## src/sccb_pkg.sv

```systemverilog
// Shared types, codes and sequence tables for the SCCB register access master.
// No dependencies; every other file in src except sccb_checker imports this package.
`timescale 1ns / 1ps
`default_nettype none

package sccb_pkg;

  // Input word kinds.
  localparam logic [1:0] KIND_TICK  = 2'd0;
  localparam logic [1:0] KIND_WRITE = 2'd1;
  localparam logic [1:0] KIND_READ  = 2'd2;

  // Configuration register indexes.
  localparam logic CFG_DEVICE_ADDRESS = 1'b0;
  localparam logic CFG_PHASE_TICKS    = 1'b1;

  // Bus segment codes.
  localparam logic [3:0] SEG_START = 4'd0;
  localparam logic [3:0] SEG_ADDRW = 4'd1;
  localparam logic [3:0] SEG_ADDRR = 4'd2;
  localparam logic [3:0] SEG_REG   = 4'd3;
  localparam logic [3:0] SEG_DATA  = 4'd4;
  localparam logic [3:0] SEG_ACK   = 4'd5;
  localparam logic [3:0] SEG_STOP  = 4'd6;
  localparam logic [3:0] SEG_READ  = 4'd7;
  localparam logic [3:0] SEG_NACK  = 4'd8;

  // Index of the final segment of each transaction kind.
  localparam logic [3:0] WR_LAST_SEG = 4'd7;
  localparam logic [3:0] RD_LAST_SEG = 4'd11;

  localparam int TDATA_IN_W  = 24;
  localparam int TDATA_OUT_W = 16;

  typedef struct packed {
    logic [1:0] kind;
    logic [7:0] reg_addr;
    logic [7:0] write_data;
    logic       sda_in;
  } item_t;

  typedef struct packed {
    logic [2:0] ack_bits;
    logic [7:0] read_data;
    logic       done_res;
    logic       busy_res;
    logic       sda_out;
    logic       scl;
  } result_t;

  typedef struct packed {
    logic [6:0]  device_address;
    logic [15:0] phase_ticks;
  } cfg_t;

  // Segment found at a given position of a write or read transaction.
  function automatic logic [3:0] seq_seg(input logic is_read, input logic [3:0] idx);
    logic [3:0] s;
    s = SEG_STOP;
    if (is_read) begin
      unique case (idx)
        4'd0:    s = SEG_START;
        4'd1:    s = SEG_ADDRW;
        4'd2:    s = SEG_ACK;
        4'd3:    s = SEG_REG;
        4'd4:    s = SEG_ACK;
        4'd5:    s = SEG_STOP;
        4'd6:    s = SEG_START;
        4'd7:    s = SEG_ADDRR;
        4'd8:    s = SEG_ACK;
        4'd9:    s = SEG_READ;
        4'd10:   s = SEG_NACK;
        default: s = SEG_STOP;
      endcase
    end else begin
      unique case (idx)
        4'd0:    s = SEG_START;
        4'd1:    s = SEG_ADDRW;
        4'd2:    s = SEG_ACK;
        4'd3:    s = SEG_REG;
        4'd4:    s = SEG_ACK;
        4'd5:    s = SEG_DATA;
        4'd6:    s = SEG_ACK;
        default: s = SEG_STOP;
      endcase
    end
    return s;
  endfunction

  // Which acknowledge bit an ack slot at a given position reports.
  function automatic logic [1:0] ack_slot(input logic [3:0] idx);
    logic [1:0] a;
    a = 2'd2;
    unique case (idx)
      4'd2:    a = 2'd0;
      4'd4:    a = 2'd1;
      default: a = 2'd2;
    endcase
    return a;
  endfunction

  // Offset of the final phase within a segment.
  function automatic logic [4:0] seg_last(input logic [3:0] s);
    logic [4:0] n;
    n = 5'd23;
    unique case (s)
      SEG_START: n = 5'd2;
      SEG_ACK:   n = 5'd1;
      SEG_STOP:  n = 5'd1;
      SEG_READ:  n = 5'd16;
      SEG_NACK:  n = 5'd3;
      default:   n = 5'd23;
    endcase
    return n;
  endfunction

endpackage

`default_nettype wire

```

## src/sccb_register_access_master_core.sv

```systemverilog
// Top level of the SCCB register access master: configuration registers, stream packing,
// and the input register and phase engine. Depends on sccb_pkg, sccb_in_reg, sccb_phase_engine.
`timescale 1ns / 1ps
`default_nettype none

// The block is an SCCB (I2C style) master that performs one register write or one
// register read per command, stepping the bus one phase at a time. Every input word
// is a tick or a command; each accepted word yields exactly one output word that
// shows the SCL and SDA levels being driven, whether a transaction is running,
// whether this word finished one, the byte of the last read and the acknowledge
// bits (bit 0 for the first byte, set when the target pulled SDA low). A write takes
// 83 phases and a read 109 phases; one phase completes every phase_ticks tick words.
// Commands that arrive while a transaction runs are dropped. The block accepts one
// word per clock cycle while the output is not stalled; a word goes from the input
// register through the single combinational phase step into the output register,
// and the rate is held by the next-state loop of the phase engine. Configuration
// writes take effect at once and are always ready.
module sccb_register_access_master_core (
  input  wire        clk,
  input  wire        rst,
  // Input stream.
  input  wire        s_tvalid,
  output logic       s_tready,
  input  wire [1:0]  s_tuser,  // kind[1:0]
  input  wire [sccb_pkg::TDATA_IN_W-1:0] s_tdata,
                               // reg_addr[7:0], write_data[15:8], sda_in[16], zeros[23:17]
  // Output stream.
  output logic       m_tvalid,
  input  wire        m_tready,
  output logic [sccb_pkg::TDATA_OUT_W-1:0] m_tdata,
                               // scl[0], sda_out[1], busy_res[2], done_res[3],
                               // read_data[11:4], ack_bits[14:12], zero[15]
  // Configuration write channel.
  input  wire        cfg_valid,
  output logic       cfg_ready,
  input  wire        cfg_index,
  input  wire [15:0] cfg_data
);
  import sccb_pkg::*;

  cfg_t    cfg;
  item_t   item;
  result_t result;
  logic    item_valid;
  logic    take;

  // Register writes are taken in any cycle.
  assign cfg_ready = 1'b1;

  always_ff @(posedge clk) begin
    if (rst) begin
      cfg.device_address <= 7'd33;
      cfg.phase_ticks    <= 16'd1;
    end else if (cfg_valid && cfg_ready) begin
      unique case (cfg_index)
        CFG_DEVICE_ADDRESS: cfg.device_address <= cfg_data[6:0];
        CFG_PHASE_TICKS:    cfg.phase_ticks    <= cfg_data;
        default:            cfg.phase_ticks    <= cfg.phase_ticks;
      endcase
    end
  end

  sccb_in_reg u_in_reg (
    .clk        (clk),
    .rst        (rst),
    .s_tvalid   (s_tvalid),
    .s_tready   (s_tready),
    .s_tuser    (s_tuser),
    .s_tdata    (s_tdata),
    .take       (take),
    .item_valid (item_valid),
    .item       (item)
  );

  sccb_phase_engine u_engine (
    .clk        (clk),
    .rst        (rst),
    .item_valid (item_valid),
    .item       (item),
    .cfg        (cfg),
    .take       (take),
    .m_tready   (m_tready),
    .m_tvalid   (m_tvalid),
    .result     (result)
  );

  // The result struct is declared in the same bit order as the output word.
  assign m_tdata = {1'b0, result};

endmodule

`default_nettype wire

```

## src/sccb_in_reg.sv

```systemverilog
// Input register stage: captures one stream word and holds it for the phase engine.
// Depends on sccb_pkg.
`timescale 1ns / 1ps
`default_nettype none

module sccb_in_reg (
  input  wire                 clk,
  input  wire                 rst,
  input  wire                 s_tvalid,
  output logic                s_tready,
  input  wire [1:0]           s_tuser,
  input  wire [sccb_pkg::TDATA_IN_W-1:0] s_tdata,
  input  wire                 take,
  output logic                item_valid,
  output sccb_pkg::item_t     item
);
  import sccb_pkg::*;

  // The slot frees up in the same cycle the engine consumes it.
  assign s_tready = !item_valid || take;

  always_ff @(posedge clk) begin
    if (rst) begin
      item_valid <= 1'b0;
    end else if (s_tvalid && s_tready) begin
      item_valid <= 1'b1;
    end else if (take) begin
      item_valid <= 1'b0;
    end
  end

  always_ff @(posedge clk) begin
    if (s_tvalid && s_tready) begin
      item.kind       <= s_tuser;
      item.reg_addr   <= s_tdata[7:0];
      item.write_data <= s_tdata[15:8];
      item.sda_in     <= s_tdata[16];
    end
  end

endmodule

`default_nettype wire

```

## src/sccb_phase_engine.sv

```systemverilog
// Bus phase sequencer: transaction state, at most one phase step per word, and the result register.
// Depends on sccb_pkg.
`timescale 1ns / 1ps
`default_nettype none

module sccb_phase_engine (
  input  wire                 clk,
  input  wire                 rst,
  input  wire                 item_valid,
  input  sccb_pkg::item_t     item,
  input  sccb_pkg::cfg_t      cfg,
  output logic                take,
  input  wire                 m_tready,
  output logic                m_tvalid,
  output sccb_pkg::result_t   result
);
  import sccb_pkg::*;

  logic        busy, busy_next;
  logic        is_read, is_read_next;
  logic [3:0]  seg, seg_next;
  logic [4:0]  off, off_next;
  logic [2:0]  bitn, bitn_next;
  logic [1:0]  sub, sub_next;
  logic [15:0] tick_count, tick_count_next;
  logic [7:0]  latched_register, latched_register_next;
  logic [7:0]  latched_data, latched_data_next;
  logic [7:0]  shift_byte, shift_byte_next;
  logic [2:0]  ack_flags, ack_flags_next;
  logic        scl, scl_next;
  logic        sda, sda_next;
  logic        done;

  logic        fire;
  logic        is_cmd;
  logic [16:0] tick_inc;
  logic [16:0] tick_lim;
  logic [3:0]  seg_code;
  logic        seg_end;
  logic [7:0]  tx_byte;
  logic [3:0]  last_seg;

  assign take = item_valid && (!m_tvalid || m_tready);

  always_comb begin
    busy_next             = busy;
    is_read_next          = is_read;
    seg_next              = seg;
    off_next              = off;
    bitn_next             = bitn;
    sub_next              = sub;
    tick_count_next       = tick_count;
    latched_register_next = latched_register;
    latched_data_next     = latched_data;
    shift_byte_next       = shift_byte;
    ack_flags_next        = ack_flags;
    scl_next              = scl;
    sda_next              = sda;
    done                  = 1'b0;
    fire                  = 1'b0;

    is_cmd   = (item.kind == KIND_WRITE) || (item.kind == KIND_READ);
    tick_inc = {1'b0, tick_count} + 17'd1;
    tick_lim = (cfg.phase_ticks == 16'd0) ? 17'd1 : {1'b0, cfg.phase_ticks};
    seg_code = seq_seg(is_read, seg);
    seg_end  = (off == seg_last(seg_code));
    last_seg = is_read ? RD_LAST_SEG : WR_LAST_SEG;

    case (seg_code)
      SEG_ADDRW: tx_byte = {cfg.device_address, 1'b0};
      SEG_ADDRR: tx_byte = {cfg.device_address, 1'b1};
      SEG_REG:   tx_byte = latched_register;
      default:   tx_byte = latched_data;
    endcase

    if (is_cmd) begin
      // A command while a transaction runs is dropped without counting a tick.
      if (!busy) begin
        busy_next             = 1'b1;
        is_read_next          = (item.kind == KIND_READ);
        latched_register_next = item.reg_addr;
        if (item.kind == KIND_WRITE) begin
          latched_data_next = item.write_data;
        end
        ack_flags_next  = 3'd0;
        tick_count_next = 16'd0;
        seg_next        = 4'd0;
        off_next        = 5'd0;
        bitn_next       = 3'd0;
        sub_next        = 2'd0;
      end
    end else if (busy) begin
      if (tick_inc >= tick_lim) begin
        tick_count_next = 16'd0;
        fire            = 1'b1;
      end else begin
        tick_count_next = tick_inc[15:0];
      end
    end

    if (fire) begin
      unique case (seg_code)
        SEG_START: begin
          scl_next = (off != 5'd2);
          sda_next = (off == 5'd0);
        end
        SEG_ACK: begin
          if (off == 5'd0) begin
            scl_next = 1'b1;
            sda_next = 1'b1;
          end else begin
            if (!item.sda_in) begin
              ack_flags_next[ack_slot(seg)] = 1'b1;
            end
            scl_next = 1'b0;
            sda_next = 1'b1;
          end
        end
        SEG_STOP: begin
          scl_next = 1'b1;
          sda_next = (off != 5'd0);
        end
        SEG_READ: begin
          sda_next = 1'b1;
          if (off == 5'd0) begin
            shift_byte_next = 8'd0;
            scl_next        = 1'b0;
          end else if (off[0]) begin
            // Odd offsets raise SCL and sample SDA, MSB first.
            scl_next = 1'b1;
            shift_byte_next[3'd7 - off[3:1]] = shift_byte[3'd7 - off[3:1]] | item.sda_in;
          end else begin
            scl_next = 1'b0;
          end
        end
        SEG_NACK: begin
          scl_next = (off == 5'd1);
          sda_next = (off != 5'd3);
        end
        default: begin
          // Byte segments: three phases per bit, SCL high in the middle one.
          scl_next = (sub == 2'd1);
          sda_next = tx_byte[3'd7 - bitn];
        end
      endcase

      if (seg_end) begin
        off_next  = 5'd0;
        bitn_next = 3'd0;
        sub_next  = 2'd0;
        if (seg == last_seg) begin
          busy_next = 1'b0;
          done      = 1'b1;
          seg_next  = 4'd0;
        end else begin
          seg_next = seg + 4'd1;
        end
      end else begin
        off_next = off + 5'd1;
        if (sub == 2'd2) begin
          sub_next  = 2'd0;
          bitn_next = bitn + 3'd1;
        end else begin
          sub_next = sub + 2'd1;
        end
      end
    end
  end

  always_ff @(posedge clk) begin
    if (rst) begin
      busy             <= 1'b0;
      is_read          <= 1'b0;
      seg              <= 4'd0;
      off              <= 5'd0;
      bitn             <= 3'd0;
      sub              <= 2'd0;
      tick_count       <= 16'd0;
      latched_register <= 8'd0;
      latched_data     <= 8'd0;
      shift_byte       <= 8'd0;
      ack_flags        <= 3'd0;
      scl              <= 1'b1;
      sda              <= 1'b1;
      m_tvalid         <= 1'b0;
    end else begin
      if (take) begin
        busy             <= busy_next;
        is_read          <= is_read_next;
        seg              <= seg_next;
        off              <= off_next;
        bitn             <= bitn_next;
        sub              <= sub_next;
        tick_count       <= tick_count_next;
        latched_register <= latched_register_next;
        latched_data     <= latched_data_next;
        shift_byte       <= shift_byte_next;
        ack_flags        <= ack_flags_next;
        scl              <= scl_next;
        sda              <= sda_next;
        m_tvalid         <= 1'b1;
      end else if (m_tready) begin
        m_tvalid <= 1'b0;
      end
    end
  end

  always_ff @(posedge clk) begin
    if (take) begin
      result.scl       <= scl_next;
      result.sda_out   <= sda_next;
      result.busy_res  <= busy_next;
      result.done_res  <= done;
      result.read_data <= shift_byte_next;
      result.ack_bits  <= ack_flags_next;
    end
  end

endmodule

`default_nettype wire

```

## config.mk

```make
export PLATFORM = sky130hd
export DESIGN_NAME = sccb_register_access_master_core
export DESIGN_NICKNAME = d
export VERILOG_FILES = /design/src/sccb_pkg.sv /design/src/sccb_register_access_master_core.sv /design/src/sccb_in_reg.sv /design/src/sccb_phase_engine.sv
export SDC_FILE = /design/constraint.sdc
export NUM_CORES = 1
export LEC_CHECK = 0
export ABC_AREA = 1
export BUFFER_PORTS_ARGS = -buffer_cell sky130_fd_sc_hd__buf_4
export CORE_MARGIN = 2
export CORE_UTILIZATION = 59
export DETAILED_ROUTE_END_ITERATION = 12
export PLACE_DENSITY = 0.78
export SLEW_MARGIN = 20
export SYNTH_ARGS = -nofsm -noshare
export SYNTH_HDL_FRONTEND = slang
export SYNTH_SLANG_ARGS = --single-unit
```

## constraint.sdc

```tcl
create_clock -name clk -period 3.6 [get_ports clk]
set_input_delay 0.72 -clock clk [delete_from_list [all_inputs] [get_ports clk]]
set_output_delay 0.72 -clock clk [all_outputs]
set_load 0.01 [all_outputs]
```

==> flow_summary_export.csv <==
group,metric,value,unit
status,status,"complete, no violations",
power_and_ir_drop,power.leakage,3.33,nW
sta,fin_skew,0.00413,ns
sta,holdWs,0.348,ns
worst_setup_path,startpoint_type,"flop",
worst_setup_path,r2r_setup_slack,0.08,ns
floorplan,start_util,0.602,
logic_synthesis,synth_adder_area_share,0.0558,
logic_synthesis,synthFlopType,"dfxtp_1",
floorplan,fp.dieArea,0.0119,mm^2
global_routing,groute.usage.overall,0.269,
routing,routedWlPerCell,14.5,um
worst_setup_path,crit_type,"reg2reg",
logic_synthesis,synth_top_family_by_area,"simple AND/OR/NAND/NOR gates",
placement,dp.cells,1019,
floorplan,die_w,109,um
global_routing,antenna_found_initial,0,
logic_synthesis,synth.distinct_cells,46,
clocking,cts.htree.levels,4,
logic_synthesis,synth_top_area_share,0.277,
clocking,insertion_delay,0.54,ns
logic_synthesis,yosysSeqAreaShare,0.434,
clocking,path_clk_slew,0.06,ns
global_routing,grt-ovfl-total,0,
logic_synthesis,ys_ff_latch,124,
floorplan,rows,38,
logic_synthesis,syn_area,0.00650,mm^2
logic_synthesis,synth_cells,837,
cells_and_area,synthToLayoutAreaGrowth,19.1,%
sta,slew_viol_final,0,
logic_synthesis,synthTopCellsByCount,"nand2_1, inv_1, a21oi_1, dfxtp_1, nor2_1",
sta,fmax,284,MHz
routing,route.detailed.drc,0,
logic_synthesis,yosysWarnings,0,
logic_synthesis,synth_top_area_cell,"dfxtp_1",
placement,numPortBuffers,57,
sta,period_needed,3.52,ns
routing,ant_nets,0,
global_routing,grt_max_degree,42,
min_path,min_path_type,"in2reg",
cells_and_area,layout-drive-gt1-share,0.183,
clocking,cts.sinks,124,
placement,gp_congestion,0.898,
clocking,cts-root-buf,"clkbuf_8",
placement,post-dp-hpwl,10800,um
logic_synthesis,yosysMostFrequentCell,"nand2_1",
sta,final-hold-violation-count,0,
clocking,cts_hold_buf,0,
global_routing,grt_pass1_wl,24800,um
power_and_ir_drop,power_density,459,mW/mm^2
sta,worst_pin_slew,0.799,ns
worst_setup_path,required,4.03,ns
floorplan,die_height,109,um
sta,relSlewSlack,0.466,
cells_and_area,fin_nets,980,
logic_synthesis,muxShareOfSynthArea,0.00770,
routing,drt_iter0_markers,398,
floorplan,coreArea,0.0108,mm^2
cells_and_area,multi_input_area,0.00322,mm^2
logic_synthesis,avgSynthCellArea,7.77,um^2
logic_synthesis,syn_nets,914,
logic_synthesis,synthSimpleGateAreaFrac,0.236,
global_routing,grt_pass1_vias,5435,
routing,dr.pass1.iters,5,
clocking,cts_tree,"yes",
sta,report.final.setup_viol,0,
logic_synthesis,netlist_top_cells_area,"dfxtp_1, edfxtp_1, nand2_1, a21oi_1, inv_1",
worst_setup_path,crit_path_end_kind,"flop",
cells_and_area,layout.cells.non_filler,1056,
routing,drt-total-wl,15400,um
clocking,clockBufferDepth,2,
worst_setup_path,crit_arrival,3.96,ns
sta,layout_worst_path_cycle_share,0.978,
power_and_ir_drop,ir_drop,0.000427,V
cells_and_area,antenna_cells,0,
routing,vias,5782,
cells_and_area,seq_area,0.00283,mm^2
floorplan,io_pins,67,
logic_synthesis,synth_compound_area_frac,0.164,
logic_synthesis,async_flop_share,0,
worst_setup_path,worstPathMaxFanout,7,
run,maxCapViolations,0,
logic_synthesis,synthXorXnorAreaFrac,0.0189,
routing,vias_per_cell,5.48,
cells_and_area,fill_cells,846,
clocking,cts_buffers,17,
logic_synthesis,synth_edf_count,34,
-- cell type report --
class,instances,area share
clock buffer,18,0.0553
timing repair buffer,73,0.0724
inverter,111,0.0541
tap,140,0.0226
multi-input combinational,576,0.416
sequential,124,0.365
clock inverter,14,0.0139
-- per-stage QoR --
stage	util	setup WS (ns)	total power (W)	setup TNS (ns)	area [um^2]
after floorplan	-	0.406	0.00188	0	6500
after global placement	0.656	0.157	0.00201	0	7080
after detailed placement	0.656	0.0971	0.00203	0	7080
after CTS	0.706	0.00503	0.00355	0	7620
after global routing	0.718	-0.154	0.00370	-0.873	7740
final	0.718	0.0783	0.00355	0	7740
-- sequential cells by signal, indices dropped and copies added, names as in the netlist, named ones only --
name / cells
u_engine.result: 15
u_engine.ack_flags: 3
u_engine.busy: 1
u_engine.latched_register: 8
u_in_reg.item_valid: 1
u_engine.scl: 1
u_engine.off: 5
u_engine.sub: 2
u_engine.bitn: 3
u_engine.shift_byte: 8
u_in_reg.item: 19
u_engine.m_tvalid: 1
u_engine.is_read: 1
cfg: 23
u_engine.sda: 1
u_engine.tick_count: 16
u_engine.latched_data: 8
u_engine.seg: 4
-- cell usage in the layout (no fill, tap or decap), drive strengths merged, types with 2 or more instances in the layout --
cell and n:
nor3 8, a21oi 91, or2 2, clkinv 4
clkinvlp 4, mux2i 5, ha 29, inv 117
clkbuf 18, nand3 45, buf 73, xnor2 5
dfxtp 90, edfxtp 34, nand2 170, o21ai 74
xor2 9, a221oi 3, conb 2, o211ai 10
nand4 11, nor4 2, nor2 92, o22ai 5
a211oi 3, nor3b 2
-- final timing paths --
path	from	end	cells after the start
worst max register to register	u_engine.tick_count[0]	flop	26
worst min register to register	u_engine.latched_register[7]	u_engine.latched_register[7]	2
worst min-delay path	s_tdata[6]	u_in_reg.item[15]	1
worst max-delay path	u_engine.tick_count[0]	flop	26
-- power by group --
group / switching (W) / leakage (nW) / internal (W)
sequential: 0.0000342 / 1.07 / 0.00150
clock: 0.000658 / 0.251 / 0.000872
combinational: 0.000312 / 2.02 / 0.000171
total: 0.00100 / 3.33 / 0.00255
-- timing repair --
action / 4_1_cts / 5_1_grt
buffers inserted: 0 / 5
resized for setup: 0 / 23
endpoints found under the setup margin: 0 / 36
-- cell families (layout without fill, tap and decap cells) --
family	Yosys count	count (layout)
buffers and inverters	137	216
XOR/XNOR	14	14
AO/OA/AOI/OAI	193	193
other	2	2
multiplexers	5	5
flip-flops	124	124
adder cells (fa/ha/maj)	29	29
AND/OR/NAND/NOR	333	333
-- critical path: stages (launching register included) --
cell	delay [ns]
dfxtp_4	0.38
ha_4	0.15
nand2_2	0.09
nor2_4	0.13
nand3_2	0.09
nor2_2	0.15
inv_1	0.08
nor2_2	0.10
xor2_1	0.16
inv_1	0.10
ha_4	0.27
nand2_1	0.05
nor2_2	0.12
nand3_1	0.11
nor2_1	0.14
nor3_1	0.07
nand2_1	0.08
inv_1	0.07
a21oi_4	0.20
buf_4	0.20
nand4_1	0.09
nand3_1	0.11
nand2_1	0.08
nand2_2	0.12
nand3_1	0.13
nand3_2	0.08
nand2_1	0.06
-- routing by layer --
metal	up-vias	wire [um]	global-route usage
met4	0	354	0.116
met5	-	0	0
met3	38	693	0.0717
met2	165	7720	0.460
li1	2910	-	-
met1	2669	6590	0.316
Power figures use the tool's default switching activity.
